## config.mk

```make
export PLATFORM = sky130hd
export DESIGN_NAME = battery_level_supervisor
export DESIGN_NICKNAME = d
export VERILOG_FILES = /design/src/rtl/bls_pkg.sv /design/src/rtl/battery_level_supervisor.sv /design/src/rtl/bls_queue.sv /design/src/rtl/bls_front.sv /design/src/rtl/bls_back.sv
export SDC_FILE = /design/constraint.sdc
export NUM_CORES = 1
export LEC_CHECK = 0
export CORE_UTILIZATION = 50
export DETAILED_ROUTE_END_ITERATION = 6
export DONT_BUFFER_PORTS = 1
export HOLD_SLACK_MARGIN = 0.08
export PLACE_DENSITY = 0.66
export SLEW_MARGIN = 20
export SYNTH_ARGS = -nofsm -noshare
export SYNTH_HDL_FRONTEND = slang
export SYNTH_HIERARCHICAL = 1
export SYNTH_SLANG_ARGS = --single-unit
```

## constraint.sdc

```tcl
create_clock -name clk -period 5.1 [get_ports clk]
set_clock_uncertainty 0.2 [all_clocks]
set_input_delay 1.275 -clock clk [delete_from_list [all_inputs] [get_ports clk]]
set_output_delay 1.275 -clock clk [all_outputs]
set_load 0.01 [all_outputs]
```

## src/rtl/bls_pkg.sv

```systemverilog
// Shared types, constants and helpers for the battery level supervisor.
package bls_pkg;

  localparam int SAMPLE_W    = 12;
  localparam int SUM_W       = 16;
  localparam int BAND_CNT_W  = 4;
  localparam int HALT_CNT_W  = 5;
  localparam int CFG_INDEX_W = 2;
  localparam int CFG_DATA_W  = 12;

  localparam int BATCH_SIZE_DEF       = 16;
  localparam int GOOD_COUNT_LIMIT_DEF = 8;
  localparam int LOW_COUNT_LIMIT_DEF  = 8;
  localparam int DEAD_COUNT_LIMIT_DEF = 8;
  localparam int HALT_TICKS_DEF       = 30;

  localparam int CMD_DEPTH = 2;
  localparam int RES_DEPTH = 2;

  // reciprocal shift for an exact mean of the 16-bit sample sum with a batch of up to 32
  localparam int MEAN_SHIFT = 21;

  localparam logic [SAMPLE_W-1:0] SAMPLE_MIN_INIT = 12'hFFF;

  typedef enum logic [1:0] {
    LVL_DEAD = 2'd0,
    LVL_LOW  = 2'd1,
    LVL_GOOD = 2'd2,
    LVL_NONE = 2'd3
  } level_t;

  typedef enum logic [1:0] {
    MODE_RUN = 2'd0,
    MODE_LOW = 2'd1,
    MODE_DIS = 2'd2
  } mode_t;

  typedef enum logic [2:0] {
    LED_OFF    = 3'd0,
    LED_ORANGE = 3'd1,
    LED_GREEN  = 3'd2,
    LED_RED    = 3'd3,
    LED_SAME   = 3'd4
  } led_t;

  typedef enum logic {
    CMD_SAMPLE = 1'b0,
    CMD_TICK   = 1'b1
  } cmd_kind_t;

  typedef enum logic [CFG_INDEX_W-1:0] {
    CFG_THRESHOLD_LOW  = 2'd0,
    CFG_THRESHOLD_DEAD = 2'd1,
    CFG_CHECKING_EN    = 2'd2
  } cfg_index_t;

  typedef struct packed {
    logic                   en;
    logic [CFG_INDEX_W-1:0] index;
    logic [CFG_DATA_W-1:0]  data;
  } cfg_write_t;

  typedef struct packed {
    cmd_kind_t           kind;
    logic [SAMPLE_W-1:0] sample;
    logic                blink_off;
  } cmd_t;

  typedef struct packed {
    logic [SAMPLE_W-1:0] mean_level;
    logic [SAMPLE_W-1:0] spread;
    level_t              battery_level;
    mode_t               system_mode;
    led_t                led_color;
    logic                brake_motors;
    logic                shutdown;
  } result_t;

  function automatic logic [BAND_CNT_W-1:0] band_bump(input logic [BAND_CNT_W-1:0] c);
    return (c == '1) ? c : c + 1'b1;
  endfunction

endpackage

```

## src/rtl/battery_level_supervisor.sv

```systemverilog
// Top level of the battery level supervisor: ports, queues and checks.
//
// Accepts one transaction per clock while not full, an ADC sample or a
// periodic tick, and returns one result per tick. A command queue separates
// the input classifier from the back end, which retires one command per cycle
// while the result queue has room; a result queue holds finished results and
// absorbs short consumer stalls, while a longer stall fills both queues and
// raises full. The back end update (batch mean by reciprocal multiply, band
// compare, counter update) is combinational and sets the sustained rate of
// one transaction per cycle when nothing stalls. No clearing pass after
// reset; configuration writes take effect at the next edge.
module battery_level_supervisor #(
  parameter int BATCH_SIZE       = bls_pkg::BATCH_SIZE_DEF,
  parameter int GOOD_COUNT_LIMIT = bls_pkg::GOOD_COUNT_LIMIT_DEF,
  parameter int LOW_COUNT_LIMIT  = bls_pkg::LOW_COUNT_LIMIT_DEF,
  parameter int DEAD_COUNT_LIMIT = bls_pkg::DEAD_COUNT_LIMIT_DEF,
  parameter int HALT_TICKS       = bls_pkg::HALT_TICKS_DEF
) (
  input  logic                            clk,
  input  logic                            rst,
  input  logic                            push,
  output logic                            full,
  input  logic                            action,
  input  logic [bls_pkg::SAMPLE_W-1:0]    sample,
  input  logic [7:0]                      blink_phase,
  output logic                            empty,
  input  logic                            pop,
  output logic [bls_pkg::SAMPLE_W-1:0]    mean_level,
  output logic [bls_pkg::SAMPLE_W-1:0]    spread,
  output logic [1:0]                      battery_level,
  output logic [1:0]                      system_mode,
  output logic [2:0]                      led_color,
  output logic                            brake_motors,
  output logic                            shutdown,
  input  logic                            write_enable,
  input  logic [bls_pkg::CFG_INDEX_W-1:0] write_index,
  input  logic [bls_pkg::CFG_DATA_W-1:0]  write_data
);

  bls_pkg::cmd_t       cmd_in;
  bls_pkg::cmd_t       cmd_out;
  logic                cmd_push;
  logic                cmd_full;
  logic                cmd_empty;
  logic                cmd_pop;
  bls_pkg::result_t    res_in;
  bls_pkg::result_t    res_out;
  logic                res_push;
  logic                res_full;
  bls_pkg::cfg_write_t cfg;

  assign cfg.en    = write_enable;
  assign cfg.index = write_index;
  assign cfg.data  = write_data;
  assign full      = cmd_full;

  bls_front u_front (
    .push        (push),
    .action      (action),
    .sample      (sample),
    .blink_phase (blink_phase),
    .cmd_full    (cmd_full),
    .cmd_push    (cmd_push),
    .cmd         (cmd_in)
  );

  bls_queue #(
    .WIDTH ($bits(bls_pkg::cmd_t)),
    .DEPTH (bls_pkg::CMD_DEPTH)
  ) u_cmd_queue (
    .clk   (clk),
    .rst   (rst),
    .push  (cmd_push),
    .wdata (cmd_in),
    .full  (cmd_full),
    .pop   (cmd_pop),
    .rdata (cmd_out),
    .empty (cmd_empty)
  );

  bls_back #(
    .BATCH_SIZE       (BATCH_SIZE),
    .GOOD_COUNT_LIMIT (GOOD_COUNT_LIMIT),
    .LOW_COUNT_LIMIT  (LOW_COUNT_LIMIT),
    .DEAD_COUNT_LIMIT (DEAD_COUNT_LIMIT),
    .HALT_TICKS       (HALT_TICKS)
  ) u_back (
    .clk       (clk),
    .rst       (rst),
    .cfg       (cfg),
    .cmd_valid (!cmd_empty),
    .cmd       (cmd_out),
    .cmd_pop   (cmd_pop),
    .res_full  (res_full),
    .res_push  (res_push),
    .res       (res_in)
  );

  bls_queue #(
    .WIDTH ($bits(bls_pkg::result_t)),
    .DEPTH (bls_pkg::RES_DEPTH)
  ) u_res_queue (
    .clk   (clk),
    .rst   (rst),
    .push  (res_push),
    .wdata (res_in),
    .full  (res_full),
    .pop   (pop),
    .rdata (res_out),
    .empty (empty)
  );

  assign mean_level    = res_out.mean_level;
  assign spread        = res_out.spread;
  assign battery_level = res_out.battery_level;
  assign system_mode   = res_out.system_mode;
  assign led_color     = res_out.led_color;
  assign brake_motors  = res_out.brake_motors;
  assign shutdown      = res_out.shutdown;

  a_no_result_overflow: assert property (@(posedge clk) disable iff (rst)
    res_push |-> !res_full)
    else $error("result pushed into a full queue");

  a_brake_means_dead: assert property (@(posedge clk) disable iff (rst)
    (!empty && brake_motors) |->
      (battery_level == bls_pkg::LVL_DEAD && system_mode == bls_pkg::MODE_DIS))
    else $error("brake without dead level and disabled mode");

  a_shutdown_means_disabled: assert property (@(posedge clk) disable iff (rst)
    (!empty && shutdown) |-> (system_mode == bls_pkg::MODE_DIS))
    else $error("shutdown outside disabled mode");

  a_pop_only_when_valid: assert property (@(posedge clk) disable iff (rst)
    cmd_pop |-> !cmd_empty)
    else $error("back end retired a command from an empty queue");

endmodule

```

## src/rtl/bls_queue.sv

```systemverilog
// Small first-in first-out queue between the front, back and result ports.
module bls_queue #(
  parameter int WIDTH = 8,
  parameter int DEPTH = 2
) (
  input  logic             clk,
  input  logic             rst,
  input  logic             push,
  input  logic [WIDTH-1:0] wdata,
  output logic             full,
  input  logic             pop,
  output logic [WIDTH-1:0] rdata,
  output logic             empty
);

  localparam int PW = $clog2(DEPTH);
  localparam int CW = $clog2(DEPTH + 1);

  logic [WIDTH-1:0] mem [DEPTH];
  logic [PW-1:0]    wr_ptr;
  logic [PW-1:0]    rd_ptr;
  logic [CW-1:0]    count;
  logic             do_push;
  logic             do_pop;

  assign full    = (count == CW'(DEPTH));
  assign empty   = (count == '0);
  assign do_push = push && !full;
  assign do_pop  = pop && !empty;
  assign rdata   = mem[rd_ptr];

  always_ff @(posedge clk) begin
    if (do_push) begin
      mem[wr_ptr] <= wdata;
    end
  end

  always_ff @(posedge clk) begin
    if (rst) begin
      wr_ptr <= '0;
      rd_ptr <= '0;
      count  <= '0;
    end else begin
      if (do_push) begin
        wr_ptr <= (wr_ptr == PW'(DEPTH - 1)) ? '0 : wr_ptr + 1'b1;
      end
      if (do_pop) begin
        rd_ptr <= (rd_ptr == PW'(DEPTH - 1)) ? '0 : rd_ptr + 1'b1;
      end
      case ({do_push, do_pop})
        2'b10:   count <= count + 1'b1;
        2'b01:   count <= count - 1'b1;
        default: count <= count;
      endcase
    end
  end

endmodule

```

## src/rtl/bls_front.sv

```systemverilog
// Front end: accepts input transactions and classifies them into commands.
module bls_front (
  input  logic                          push,
  input  logic                          action,
  input  logic [bls_pkg::SAMPLE_W-1:0]  sample,
  input  logic [7:0]                    blink_phase,
  input  logic                          cmd_full,
  output logic                          cmd_push,
  output bls_pkg::cmd_t                 cmd
);

  assign cmd_push = push && !cmd_full;

  always_comb begin
    cmd.kind      = action ? bls_pkg::CMD_TICK : bls_pkg::CMD_SAMPLE;
    cmd.sample    = action ? '0 : sample;
    cmd.blink_off = blink_phase[0];
  end

endmodule

```

## src/rtl/bls_back.sv

```systemverilog
// Back end: batch statistics, band counters, mode tracking and result building.
module bls_back #(
  parameter int BATCH_SIZE       = bls_pkg::BATCH_SIZE_DEF,
  parameter int GOOD_COUNT_LIMIT = bls_pkg::GOOD_COUNT_LIMIT_DEF,
  parameter int LOW_COUNT_LIMIT  = bls_pkg::LOW_COUNT_LIMIT_DEF,
  parameter int DEAD_COUNT_LIMIT = bls_pkg::DEAD_COUNT_LIMIT_DEF,
  parameter int HALT_TICKS       = bls_pkg::HALT_TICKS_DEF
) (
  input  logic                clk,
  input  logic                rst,
  input  bls_pkg::cfg_write_t cfg,
  input  logic                cmd_valid,
  input  bls_pkg::cmd_t       cmd,
  output logic                cmd_pop,
  input  logic                res_full,
  output logic                res_push,
  output bls_pkg::result_t    res
);

  localparam int SW = bls_pkg::SAMPLE_W;
  localparam int CW = $clog2(BATCH_SIZE + 1);
  localparam int BW = bls_pkg::BAND_CNT_W;
  localparam int HW = bls_pkg::HALT_CNT_W;
  localparam int PW = bls_pkg::SUM_W + bls_pkg::MEAN_SHIFT;
  localparam logic [bls_pkg::MEAN_SHIFT-1:0] MEAN_MULT = bls_pkg::MEAN_SHIFT'(
    ((1 << bls_pkg::MEAN_SHIFT) + BATCH_SIZE - 1) / BATCH_SIZE);

  logic [SW-1:0]            threshold_low;
  logic [SW-1:0]            threshold_dead;
  logic                     checking_enable;

  logic [bls_pkg::SUM_W-1:0] sample_sum, sample_sum_next;
  logic [SW-1:0]            sample_min, sample_min_next;
  logic [SW-1:0]            sample_max, sample_max_next;
  logic [CW-1:0]            sample_count, sample_count_next;
  logic [BW-1:0]            good_count, good_count_next;
  logic [BW-1:0]            low_count, low_count_next;
  logic [BW-1:0]            dead_count, dead_count_next;
  logic [HW-1:0]            halt_count, halt_count_next;
  bls_pkg::level_t          level_now, level_now_next;
  bls_pkg::mode_t           mode_now, mode_now_next;
  logic                     halted, halted_next;
  logic [SW-1:0]            mean_last, mean_last_next;
  logic [SW-1:0]            spread_last, spread_last_next;

  logic [PW-1:0]            mean_prod;
  logic [SW-1:0]            mean;
  logic                     batch_full;
  bls_pkg::led_t            led;
  logic                     brake;
  logic                     shut;

  assign mean_prod  = PW'(sample_sum) * PW'(MEAN_MULT);
  assign mean       = mean_prod[bls_pkg::MEAN_SHIFT +: SW];
  assign batch_full = (sample_count >= CW'(BATCH_SIZE));
  assign cmd_pop    = cmd_valid && !res_full;

  always_ff @(posedge clk) begin
    if (rst) begin
      threshold_low   <= '0;
      threshold_dead  <= '0;
      checking_enable <= 1'b1;
    end else if (cfg.en) begin
      case (cfg.index)
        bls_pkg::CFG_THRESHOLD_LOW:  threshold_low   <= cfg.data;
        bls_pkg::CFG_THRESHOLD_DEAD: threshold_dead  <= cfg.data;
        bls_pkg::CFG_CHECKING_EN:    checking_enable <= cfg.data[0];
        default: ;
      endcase
    end
  end

  always_comb begin
    sample_sum_next   = sample_sum;
    sample_min_next   = sample_min;
    sample_max_next   = sample_max;
    sample_count_next = sample_count;
    good_count_next   = good_count;
    low_count_next    = low_count;
    dead_count_next   = dead_count;
    halt_count_next   = halt_count;
    level_now_next    = level_now;
    mode_now_next     = mode_now;
    halted_next       = halted;
    mean_last_next    = mean_last;
    spread_last_next  = spread_last;
    led               = bls_pkg::LED_SAME;
    brake             = 1'b0;
    shut              = 1'b0;
    res_push          = 1'b0;

    if (cmd_pop) begin
      case (cmd.kind)
        bls_pkg::CMD_SAMPLE: begin
          if (!halted && !batch_full) begin
            sample_sum_next   = sample_sum + bls_pkg::SUM_W'(cmd.sample);
            sample_min_next   = (cmd.sample < sample_min) ? cmd.sample : sample_min;
            sample_max_next   = (cmd.sample > sample_max) ? cmd.sample : sample_max;
            sample_count_next = sample_count + 1'b1;
          end
        end
        bls_pkg::CMD_TICK: begin
          res_push = 1'b1;
          if (halted) begin
            shut = 1'b1;
          end else begin
            if (batch_full && checking_enable) begin
              mean_last_next    = mean;
              spread_last_next  = (sample_max >= sample_min) ? sample_max - sample_min : '0;
              sample_sum_next   = '0;
              sample_min_next   = bls_pkg::SAMPLE_MIN_INIT;
              sample_max_next   = '0;
              sample_count_next = '0;
              if (mean >= threshold_low) begin
                good_count_next = bls_pkg::band_bump(good_count);
                if (good_count_next >= BW'(GOOD_COUNT_LIMIT)) begin
                  if (mode_now == bls_pkg::MODE_LOW) mode_now_next = bls_pkg::MODE_RUN;
                  level_now_next  = bls_pkg::LVL_GOOD;
                  good_count_next = '0;
                  low_count_next  = '0;
                  dead_count_next = '0;
                  halt_count_next = '0;
                end
              end else if (mean >= threshold_dead) begin
                low_count_next = bls_pkg::band_bump(low_count);
                if (low_count_next >= BW'(LOW_COUNT_LIMIT)) begin
                  if (mode_now == bls_pkg::MODE_RUN) mode_now_next = bls_pkg::MODE_LOW;
                  level_now_next  = bls_pkg::LVL_LOW;
                  good_count_next = '0;
                  low_count_next  = '0;
                  dead_count_next = '0;
                end
              end else begin
                dead_count_next = bls_pkg::band_bump(dead_count);
                if (dead_count_next >= BW'(DEAD_COUNT_LIMIT)) begin
                  mode_now_next   = bls_pkg::MODE_DIS;
                  level_now_next  = bls_pkg::LVL_DEAD;
                  good_count_next = '0;
                  low_count_next  = '0;
                  dead_count_next = '0;
                  brake           = 1'b1;
                end
              end
            end
            if (mode_now_next == bls_pkg::MODE_DIS) begin
              led = cmd.blink_off ? bls_pkg::LED_OFF : bls_pkg::LED_RED;
              if (halt_count_next != '1) halt_count_next = halt_count_next + 1'b1;
              if (halt_count_next >= HW'(HALT_TICKS)) begin
                shut        = 1'b1;
                halted_next = 1'b1;
              end
            end else begin
              case (level_now_next)
                bls_pkg::LVL_LOW:  led = bls_pkg::LED_ORANGE;
                bls_pkg::LVL_GOOD: led = bls_pkg::LED_GREEN;
                default:           led = bls_pkg::LED_SAME;
              endcase
            end
          end
        end
        default: ;
      endcase
    end
  end

  always_comb begin
    res.mean_level    = mean_last_next;
    res.spread        = spread_last_next;
    res.battery_level = level_now_next;
    res.system_mode   = mode_now_next;
    res.led_color     = led;
    res.brake_motors  = brake;
    res.shutdown      = shut;
  end

  always_ff @(posedge clk) begin
    if (rst) begin
      sample_sum   <= '0;
      sample_min   <= bls_pkg::SAMPLE_MIN_INIT;
      sample_max   <= '0;
      sample_count <= '0;
      good_count   <= '0;
      low_count    <= '0;
      dead_count   <= '0;
      halt_count   <= '0;
      level_now    <= bls_pkg::LVL_NONE;
      mode_now     <= bls_pkg::MODE_RUN;
      halted       <= 1'b0;
      mean_last    <= '0;
      spread_last  <= '0;
    end else begin
      sample_sum   <= sample_sum_next;
      sample_min   <= sample_min_next;
      sample_max   <= sample_max_next;
      sample_count <= sample_count_next;
      good_count   <= good_count_next;
      low_count    <= low_count_next;
      dead_count   <= dead_count_next;
      halt_count   <= halt_count_next;
      level_now    <= level_now_next;
      mode_now     <= mode_now_next;
      halted       <= halted_next;
      mean_last    <= mean_last_next;
      spread_last  <= spread_last_next;
    end
  end

endmodule

```

### After elaboration in Yosys (flattened, before gate mapping)

Memories as Yosys holds them, arrays and structs flattened. A register that Yosys moved wholly into a read port is not among the register bits.
Cells that the tools add are included.

| word-level totals | value |
|---|---|
| bits in writable memories | 94 |
| word-level logic and storage cells | 222 |
| register bits | 124 |
| output and inout bits | 35 |
| input bits | 40 |
| memories kept | 2 |

Memory list:

| memory | depth | bits a word | read ports | clocked after Yosys merged registers in | write ports | RTL line | RTL |
|---|---|---|---|---|---|---|---|
| u_res_queue.mem | 2 | 33 | 1 | 1 | 1 | bls_queue.sv:19 | `logic [WIDTH-1:0] mem [DEPTH];` |
| u_cmd_queue.mem | 2 | 14 | 1 | 1 | 1 | bls_queue.sv:19 |  |

| operators by class | value |
|---|---|
| magnitude comparators | 10 |
| reduce and logical (&&, ||, !) cells | 32 |
| equal/unequal tests | 23 |
| add/subtract/negate cells | 15 |
| bitwise operators | 2 |
| muxes and demuxes | 116 |

Operator list:

| kind | count |
|---|---|
| two-way mux 12 bit | 18 |
| two-way mux 5 bit | 15 |
| two-way mux 4 bit | 15 |
| two-way mux 2 bit | 27 |
| two-way mux 16 bit | 3 |
| case mux 12 bit (2 select lines) | 2 |
| >= comparator 12 bit | 3 |
| case mux 16 bit (2 select lines) | 1 |
| two-way mux 1 bit | 27 |
| AND reduction 6 bit | 3 |
| adder 16 x 12 -> 16 bit | 1 |
| equality test 2 bit, second input constant | 7 |
| adder 4 x 1 -> 4 bit, second input constant | 3 |
| equality test 4 bit, second input constant | 3 |
| >= comparator 4 bit, second input constant | 3 |
| greater-than comparator 12 bit | 1 |
| < comparator 12 bit | 1 |
| two-way mux 3 bit | 4 |
| subtractor 12 bit | 1 |
| adder 5 x 1 -> 5 bit, second input constant | 2 |
| equality test 2 x 1 -> 1 bit, second input constant | 5 |
| >= comparator 5 bit, second input constant | 2 |
| case mux 5 bit (2 select lines) | 1 |
| AND reduction 5 bit | 2 |
| other kinds (18) | 48 |

### Depth between registers and ports, before layout

Gate-level depths: netlist (run 1).

| depth | value |
|---|---|
| word-level depth | 21 |
| gate-level depth with buffers | 16 |
| mapped depth without buffers | 15 |

### Hierarchy

Netlist (run 1), hierarchy kept.

Modules (own cells, without submodules):

| module | area an instance (um^2) | times used | cells each |
|---|---|---|---|
| bls_back | 7297.0 | 1 | 883 |
| bls_queue at u_res_queue | 2596.2 | 1 | 129 |
| bls_queue at u_cmd_queue | 1227.4 | 1 | 69 |
| bls_front | 147.6 | 1 | 16 |
| battery_level_supervisor | 3.8 | 1 | 1 |

### Worst setup path after synthesis (run 1)

Ideal clock, no wire load.

| path | value |
|---|---|
| path kind | register to register |
| from | register u_back/sample_sum[4] in the netlist's numbering |
| to | memory u_res_queue/mem[0][0] in the netlist's numbering (data pin) |
| slack | 1888 ps |
| period minus slack after synthesis | 3212 ps |
| data arrival time | 2885 ps |
| setup time | 127 ps |
| cell stages (with the launch flop) | 17 |
| path through | dfxtp_1 inv_1 ha_1 nand2b_4 a2111oi_4 or4_4 a311o_1 and2_1 ha_1 inv_1 o21ai_0 nand2_1 o21ai_0 nand2_1 nor3_1 o21a_1 buf_4 |

| on the way | value |
|---|---|
| cells in the longest elaborated chain, start to end | 18 |
| elaborated cells between the ends (all ways) | 27 |
| classes of those cells | 1 x add/sub; 3 x order compare; 2 x eq/ne; 21 x mux |

Ends and longest elaborated chain:

| element | RTL line | RTL |
|---|---|---|
| start: declaration | bls_back.sv:32 | `logic [bls_pkg::SUM_W-1:0] sample_sum, sample_sum_next;` |
| start signal: assignment | bls_back.sv:192 | `sample_sum <= sample_sum_next;` |
| >= comparator 12 bit | bls_back.sv:114 | `if (mean >= threshold_low) begin` |
| two-way mux 5 bit | bls_back.sv:114 |  |
| two-way mux 5 bit | bls_back.sv:107 | `if (batch_full && checking_enable) begin` |
| two-way mux 5 bit | bls_back.sv:104 | `if (halted) begin` |
| two-way mux 5 bit | bls_back.sv:93 | `case (cmd.kind)` |
| two-way mux 5 bit | bls_back.sv:92 | `if (cmd_pop) begin` |
| adder 5 x 1 -> 5 bit or inequality test 5 bit (tied branches) | bls_back.sv:147 | `if (halt_count_next != '1) halt_count_next = halt_count_next + 1'b1;` |
| two-way mux 5 bit | bls_back.sv:147 |  |
| [... 3 more ...] | -- |  |
| two-way mux 5 bit | bls_back.sv:92 |  |
| >= comparator 5 bit | bls_back.sv:148 | `if (halt_count_next >= HW'(HALT_TICKS)) begin` |
| two-way mux 1 bit | bls_back.sv:148 |  |
| two-way mux 1 bit (*) | bls_back.sv:145 | `if (mode_now_next == bls_pkg::MODE_DIS) begin` |
| two-way mux 1 bit (*) | bls_back.sv:104 |  |
| two-way mux 1 bit (*) | bls_back.sv:93 |  |
| two-way mux 1 bit (*) | bls_back.sv:92 |  |
| via u_back.shut | bls_back.sv:51 | `logic shut;` |
| end: declaration | bls_queue.sv:19 |  |

The timed path passes the listed nets; every way through them passes the cells marked *. The select of a mux whose other input is x is not followed.

==> results.py, run 1 <==
metrics = {
    "outcome": {
        "status": "finished, violations left",
        "violations": "design-rule violations",
    },
    "sta": {
        "final.min_clock_period_ns": 3.78,
        "tightestPinTransition_ns": 0.857,
        "report.final.slew_viol_count": 0,
        "period_share": 0.741,
        "tns_ns": 0,
        "hold_viol": 0,
        "fmax_mhz": 264,
        "setup_viol": 0,
        "worst_slew_margin_rel": 0.427,
        "fin_ws_ns": 1.32,
        "rsz0062_at_grt": "no",
    },
    "clock_network": {
        "cts-root-buf": "clkbuf_16",
        "post-cts-setup-buffers": 0,
        "ctsHtreeMaxLevel": 1,
        "hold_buffers": 0,
        "cts_tree": "yes",
        "clk_path_buf_depth": 3,
        "cts_sinks": 220,
        "cts_resized": 0,
        "clkTransAtPathRegs_ns": 0.06,
        "cts_made_buffers": 24,
        "clock_latency_ns": 0.52,
    },
    "placement": {
        "numPortBuffers": 0,
        "gp_congestion": 0.856,
        "dpl.hpwl_mm": 15.9,
        "pre_cts_ws_ns": 1.31,
    },
    "floorplanning": {
        "fp.dieH_um": 152,
        "initial_utilization": 0.513,
        "coreArea_um2": 22000,
        "io_pins": 75,
        "row_count": 54,
        "die_width_um": 152,
        "die-area_um2": 23100,
    },
    "yosys": {
        "ys_types": 84,
        "syn_nets": 1220,
        "synth_seq_cells": 220,
        "synth_common_cells": "dfxtp_1, edfxtp_1, nor2_1",
        "synth_ff_type": "dfxtp_1",
        "synth_largest_area_cell": "edfxtp_1",
        "netlist_area_um2": 11300,
        "yosysTopAreaCellShare": 0.250,
        "yosys-top-cells-area": "edfxtp_1, dfxtp_1, ha_1",
        "synthCells": 1098,
        "ys_seq_area_frac": 0.474,
        "avgSynthCellArea_um2": 10.3,
        "synth-edff-count": 94,
        "yosysMostFrequentCell": "dfxtp_1",
        "synth_warnings": 6,
        "synth-async-reset-ratio": 0,
    },
    "global_route": {
        "grt_pass1_vias": 7524,
        "grt_antenna_before_repair": 0,
        "grt_first_pass_wirelength_mm": 37.8,
        "track_usage": 0.199,
        "overflow": 0,
        "grt_max_degree": 106,
    },
    "layout": {
        "area_growth_pct": 9.25,
        "fin_util": 0.561,
        "filler_cell_count": 1952,
        "insertedDiodeCount": 0,
        "layout.nets": 1211,
        "layout-drive-gt1-share": 0.117,
    },
    "critical_path": {
        "worst-path-max-fanout": 14,
        "path_class": "reg -> reg",
        "cp-end-kind": "flop",
        "worstPathRequired_ns": 5.28,
        "start_kind": "flop",
        "critPathArrivalTime_ns": 3.97,
    },
    "pwr": {
        "finalPower_mw": 6.09,
        "peakVddDrop_mv": 0.283,
        "p_leak_nw": 5.00,
        "p_per_area_nw_per_um2": 495,
    },
    "min_path": {
        "hp-class": "reg -> reg",
    },
    "routing": {
        "drt_iter0_markers": 476,
        "routedWlPerCell_um": 16.5,
        "finalWirelength_mm": 22.9,
        "ant_nets": 0,
        "vias_per_cell": 5.67,
        "vias": 7870,
        "first_pass_iters": 7,
        "drc_errors": 3,
    },
    "job": {
        "maxCapViolCount": 0,
    },
}
==> through the flow <==
stage	instances	cell area (µm²)	hold slack, ns
after floorplan	1098	11300	0.236
after global placement	1343	11500	0.239
after detailed placement	1343	11500	0.244
after CTS	1387	12300	0.252
after global routing	1387	12300	0.275
final	1387	12300	0.258
==> where the power goes <==
part	switching [mW]	internal (mW)	total [mW]
sequential	0.154	2.12	2.27
combinational	1.26	0.776	2.04
clock	0.707	1.08	1.78
==> cell usage in the layout, fill, tap and decap left out, types with 5 or more instances in the layout <==
| master | n |
|---|---|
| mux2_1 | 15 |
| clkbuf_16 | 26 |
| mux2_2 | 33 |
| or2_2 | 5 |
| nand2_1 | 83 |
| a31o_2 | 5 |
| xor2_1 | 13 |
| a31oi_1 | 6 |
| edfxtp_1 | 94 |
| nand3b_1 | 7 |
| nand2b_1 | 7 |
| o211ai_1 | 6 |
| a21oi_1 | 70 |
| xnor2_1 | 18 |
| and3_1 | 14 |
| a221oi_1 | 12 |
| o21a_1 | 5 |
| ha_1 | 80 |
| buf_4 | 10 |
| nor2_1 | 90 |
| nand3_1 | 14 |
| nor2b_1 | 10 |
| nor2b_2 | 8 |
| mux2i_1 | 16 |
| or3_1 | 8 |
| a211oi_1 | 5 |
| dfxtp_1 | 126 |
| nor3b_1 | 5 |
| a22oi_1 | 7 |
| inv_1 | 77 |
| clkinv_2 | 5 |
| a21o_1 | 10 |
| nor3_1 | 37 |
| nand4_1 | 16 |
| o21ai_0 | 37 |
| a22o_1 | 20 |
| and2_1 | 20 |
==> layer usage <==
layer	vias up	GRT usage	part of all wire
li1	3953	-	-
met1	3740	0.277	0.48
met2	146	0.325	0.45
met3	31	0.0256	0.040
met4	0	0.0554	0.023
met5	-	0	0
==> state kept, by name, summed over array words and instances, names as in the netlist, 4 cells and up, named ones only <==
signal and cells:
u_back/mean_last 12, u_back/sample_sum 16, u_res_queue/mem 66, u_back/threshold_dead 12, u_back/spread_last 12, u_back/sample_min 12
u_back/threshold_low 12, u_back/sample_max 12, u_cmd_queue/mem 28, u_back/dead_count 4, u_back/halt_count 5, u_back/good_count 4
u_back/sample_count 5, u_back/low_count 4
==> layout make-up <==
type	count	area, µm²	share of cell area
timing repair buffer	10	75.1	0.00610
clock inverter	12	125	0.0102
clock buffer	32	704	0.0572
sequential	220	5350	0.434
tap	280	350	0.0284
multi-input combinational	754	5420	0.440
inverter	79	297	0.0241
==> logic make-up (layout without fill, tap and decap cells) <==
kind of cell,after synthesis,in the layout,share of synthesized area
AND/OR/NAND/NOR,347,347,0.158
XOR/XNOR,31,31,0.0241
flip-flops,220,220,0.474
adder cells (fa/ha/maj),82,82,0.0924
buffers and inverters,124,133,0.0456
AO/OA/AOI/OAI,230,230,0.144
multiplexers,64,64,0.0622
==> final timing paths <==
| kind | cells after the start | end | slack (ns) | from |
|---|---|---|---|---|
| max | 10 | u_back/sample_sum[14] | 1.32 | flop |
| min | 2 | u_back/sample_sum[0] | 0.26 | u_back/sample_sum[0] |
| max reg2reg | 10 | u_back/sample_sum[14] | 1.32 | flop |
| min reg2reg | 2 | u_back/sample_sum[0] | 0.26 | u_back/sample_sum[0] |
==> critical path, cell delays in order, from the launching register on <==
cell and delay [ns]:
dfxtp_1 0.71, mux2_2 0.45, ha_1 0.24, fa_1 0.41, a21oi_1 0.21, o211ai_1 0.19
o41ai_2 0.37, o21ai_0 0.20, o311ai_0 0.45, xor2_1 0.18, nor2_1 0.05
(Power assumes the default switching activity.)
==> run 2, diff against run 1 <==
- clock period: 5.1 -> 3.65 ns (I/O delays scaled with it)
==> results.py, run 2 (synthesized netlist as in run 1, its figures left out) <==
metrics = {
    "sta": {
        "fmax_mhz": 292,
        "worst_slew_margin_rel": 0.384,
        "setup_viol": 0,
        "period_share": 0.940,
        "final.min_clock_period_ns": 3.43,
        "tns_ns": 0,
        "hold_viol": 0,
        "tightestPinTransition_ns": 0.916,
        "rsz0062_at_grt": "no",
        "report.final.slew_viol_count": 0,
    },
    "clock_network": {
        "cts_tree": "yes",
        "clock_latency_ns": 0.51,
        "hold_buffers": 0,
        "cts_made_buffers": 24,
        "cts_sinks": 220,
        "ctsHtreeMaxLevel": 1,
        "cts-root-buf": "clkbuf_16",
        "clk_path_buf_depth": 3,
        "clkTransAtPathRegs_ns": 0.06,
    },
    "global_route": {
        "overflow": 0,
        "track_usage": 0.202,
        "grt_max_degree": 106,
        "grt_pass1_vias": 7649,
        "grt_first_pass_wirelength_mm": 38.1,
        "grt_antenna_before_repair": 0,
    },
    "floorplanning": {
        "die_width_um": 152,
        "initial_utilization": 0.513,
        "io_pins": 75,
        "die-area_um2": 23100,
        "row_count": 54,
        "coreArea_um2": 22000,
        "fp.dieH_um": 152,
    },
    "placement": {
        "place.detailed.instances": 1366,
        "gp_congestion": 0.846,
        "numPortBuffers": 0,
        "dpl.hpwl_mm": 16.4,
    },
    "min_path": {
        "hold_end": "u_back/spread_last[0]",
        "hp-class": "reg -> reg",
        "worst_hold_startpoint": "u_back/spread_last[0]",
        "whs_path_depth": 2,
    },
    "outcome": {
        "status": "finished, violations left",
        "violations": "design-rule violations",
    },
    "critical_path": {
        "worst-path-max-fanout": 7,
        "start_kind": "flop",
        "reg2reg_setup_slack_ns": 0.22,
        "cp-end-kind": "flop",
        "worstPathRequired_ns": 3.91,
        "r2r_end": "u_back/halt_count[0]",
        "rr_worst_depth": 12,
        "path_class": "reg -> reg",
        "critPathArrivalTime_ns": 3.69,
        "regToRegStartpoint": "u_back/sample_sum[4]",
    },
    "routing": {
        "ant_nets": 0,
        "drt_iter0_markers": 505,
        "vias_per_cell": 5.59,
        "first_pass_iters": 7,
        "vias": 7882,
        "drc_errors": 3,
        "finalWirelength_mm": 23.1,
        "routedWlPerCell_um": 16.4,
    },
    "job": {
        "maxCapViolCount": 0,
    },
    "layout": {
        "layoutNonFillerInstCount": 1410,
        "insertedDiodeCount": 0,
        "largest-register": "u_res_queue/mem",
        "area_growth_pct": 10.4,
        "largest_register_ffs": 66,
        "layout-drive-gt1-share": 0.130,
        "largestRegisters": "u_res_queue/mem x66, u_cmd_queue/mem x28, u_back/sample_sum x16",
        "final_common_cell": "dfxtp_1",
        "filler_cell_count": 1907,
        "final_cell_mix": "dfxtp_1, edfxtp_1, nor2_1",
        "layout.nets": 1234,
    },
    "pwr": {
        "p_leak_nw": 5.08,
        "p_per_area_nw_per_um2": 682,
        "finalPower_mw": 8.48,
        "peakVddDrop_mv": 0.401,
    },
}
## run 2: through the flow
| step | cell area, µm² | hold slack, ns | worst slack [ns] | util |
|---|---|---|---|---|
| floorplan | 11300 | 0.236 | 0.438 | - |
| finish | 12400 | 0.261 | 0.220 | 0.566 |
| global placement | 11700 | 0.238 | 0.211 | 0.531 |
| CTS | 12400 | 0.252 | 0.162 | 0.566 |
| global route | 12400 | 0.250 | 0.0210 | 0.566 |
| detailed placement | 11700 | 0.249 | 0.180 | 0.531 |
## run 2: routing by layer
| layer | up-vias | GRT usage | share of wire |
|---|---|---|---|
| met2 | 142 | 0.334 | 0.45 |
| met5 | - | 0 | 0 |
| met4 | 0 | 0.0525 | 0.023 |
| met1 | 3692 | 0.278 | 0.48 |
| met3 | 41 | 0.0287 | 0.047 |
| li1 | 4007 | - | - |
## run 2: where the power goes
group          internal [mW]  leakage (nW)  switching [mW]
clock                   1.39         0.385           0.964
combinational           1.17          2.79            1.84
sequential              2.96          1.91           0.157
total                   5.52          5.08            2.96
## run 2: worst max-delay path: stages, from the launching register on
cell and delay, ns:
dfxtp_1 0.37, inv_1 0.10, ha_1 0.28, nand2b_4 0.12, a2111oi_4 0.07, or4_4 0.53, a311o_1 0.37, and2_1 0.20
ha_1 0.26, nand4_1 0.21, nand2b_1 0.08, a2111oi_0 0.41, a311o_1 0.17
## run 2: cell type report
| class | instances | area, µm² | share of cell area |
|---|---|---|---|
| clock inverters | 15 | 138 | 0.0111 |
| well taps | 280 | 350 | 0.0282 |
| multi-input cells | 754 | 5420 | 0.436 |
| flip-flops and latches | 220 | 5350 | 0.430 |
| repair buffers | 33 | 248 | 0.0199 |
| clock buffers | 29 | 639 | 0.0514 |
| inverters | 79 | 297 | 0.0238 |
## run 2: worst max path at each step
stage,startpoint,to,slack (ns),depth (start not counted)
6_report,u_back/sample_sum[4],u_back/halt_count[0],0.22,12
5_1_grt,flop,u_back/sample_sum[14],0.02,10
4_1_cts,u_back/sample_sum[4],u_res_queue/mem[1][0],0.16,15
3_5_place_dp,u_back/sample_sum[4],u_res_queue/mem[0][0],0.18,15
3_3_place_gp,u_back/sample_sum[4],u_res_queue/mem[0][0],0.21,15
2_1_floorplan,u_back/sample_sum[4],u_res_queue/mem[0][0],0.44,16
## run 2: repair_timing
action | 4_1_cts | 5_1_grt
endpoints found under the hold margin | 0 | 0
endpoints found under the setup margin | 0 | 4
buffers inserted | 0 | 0
resized for setup | 0 | 3
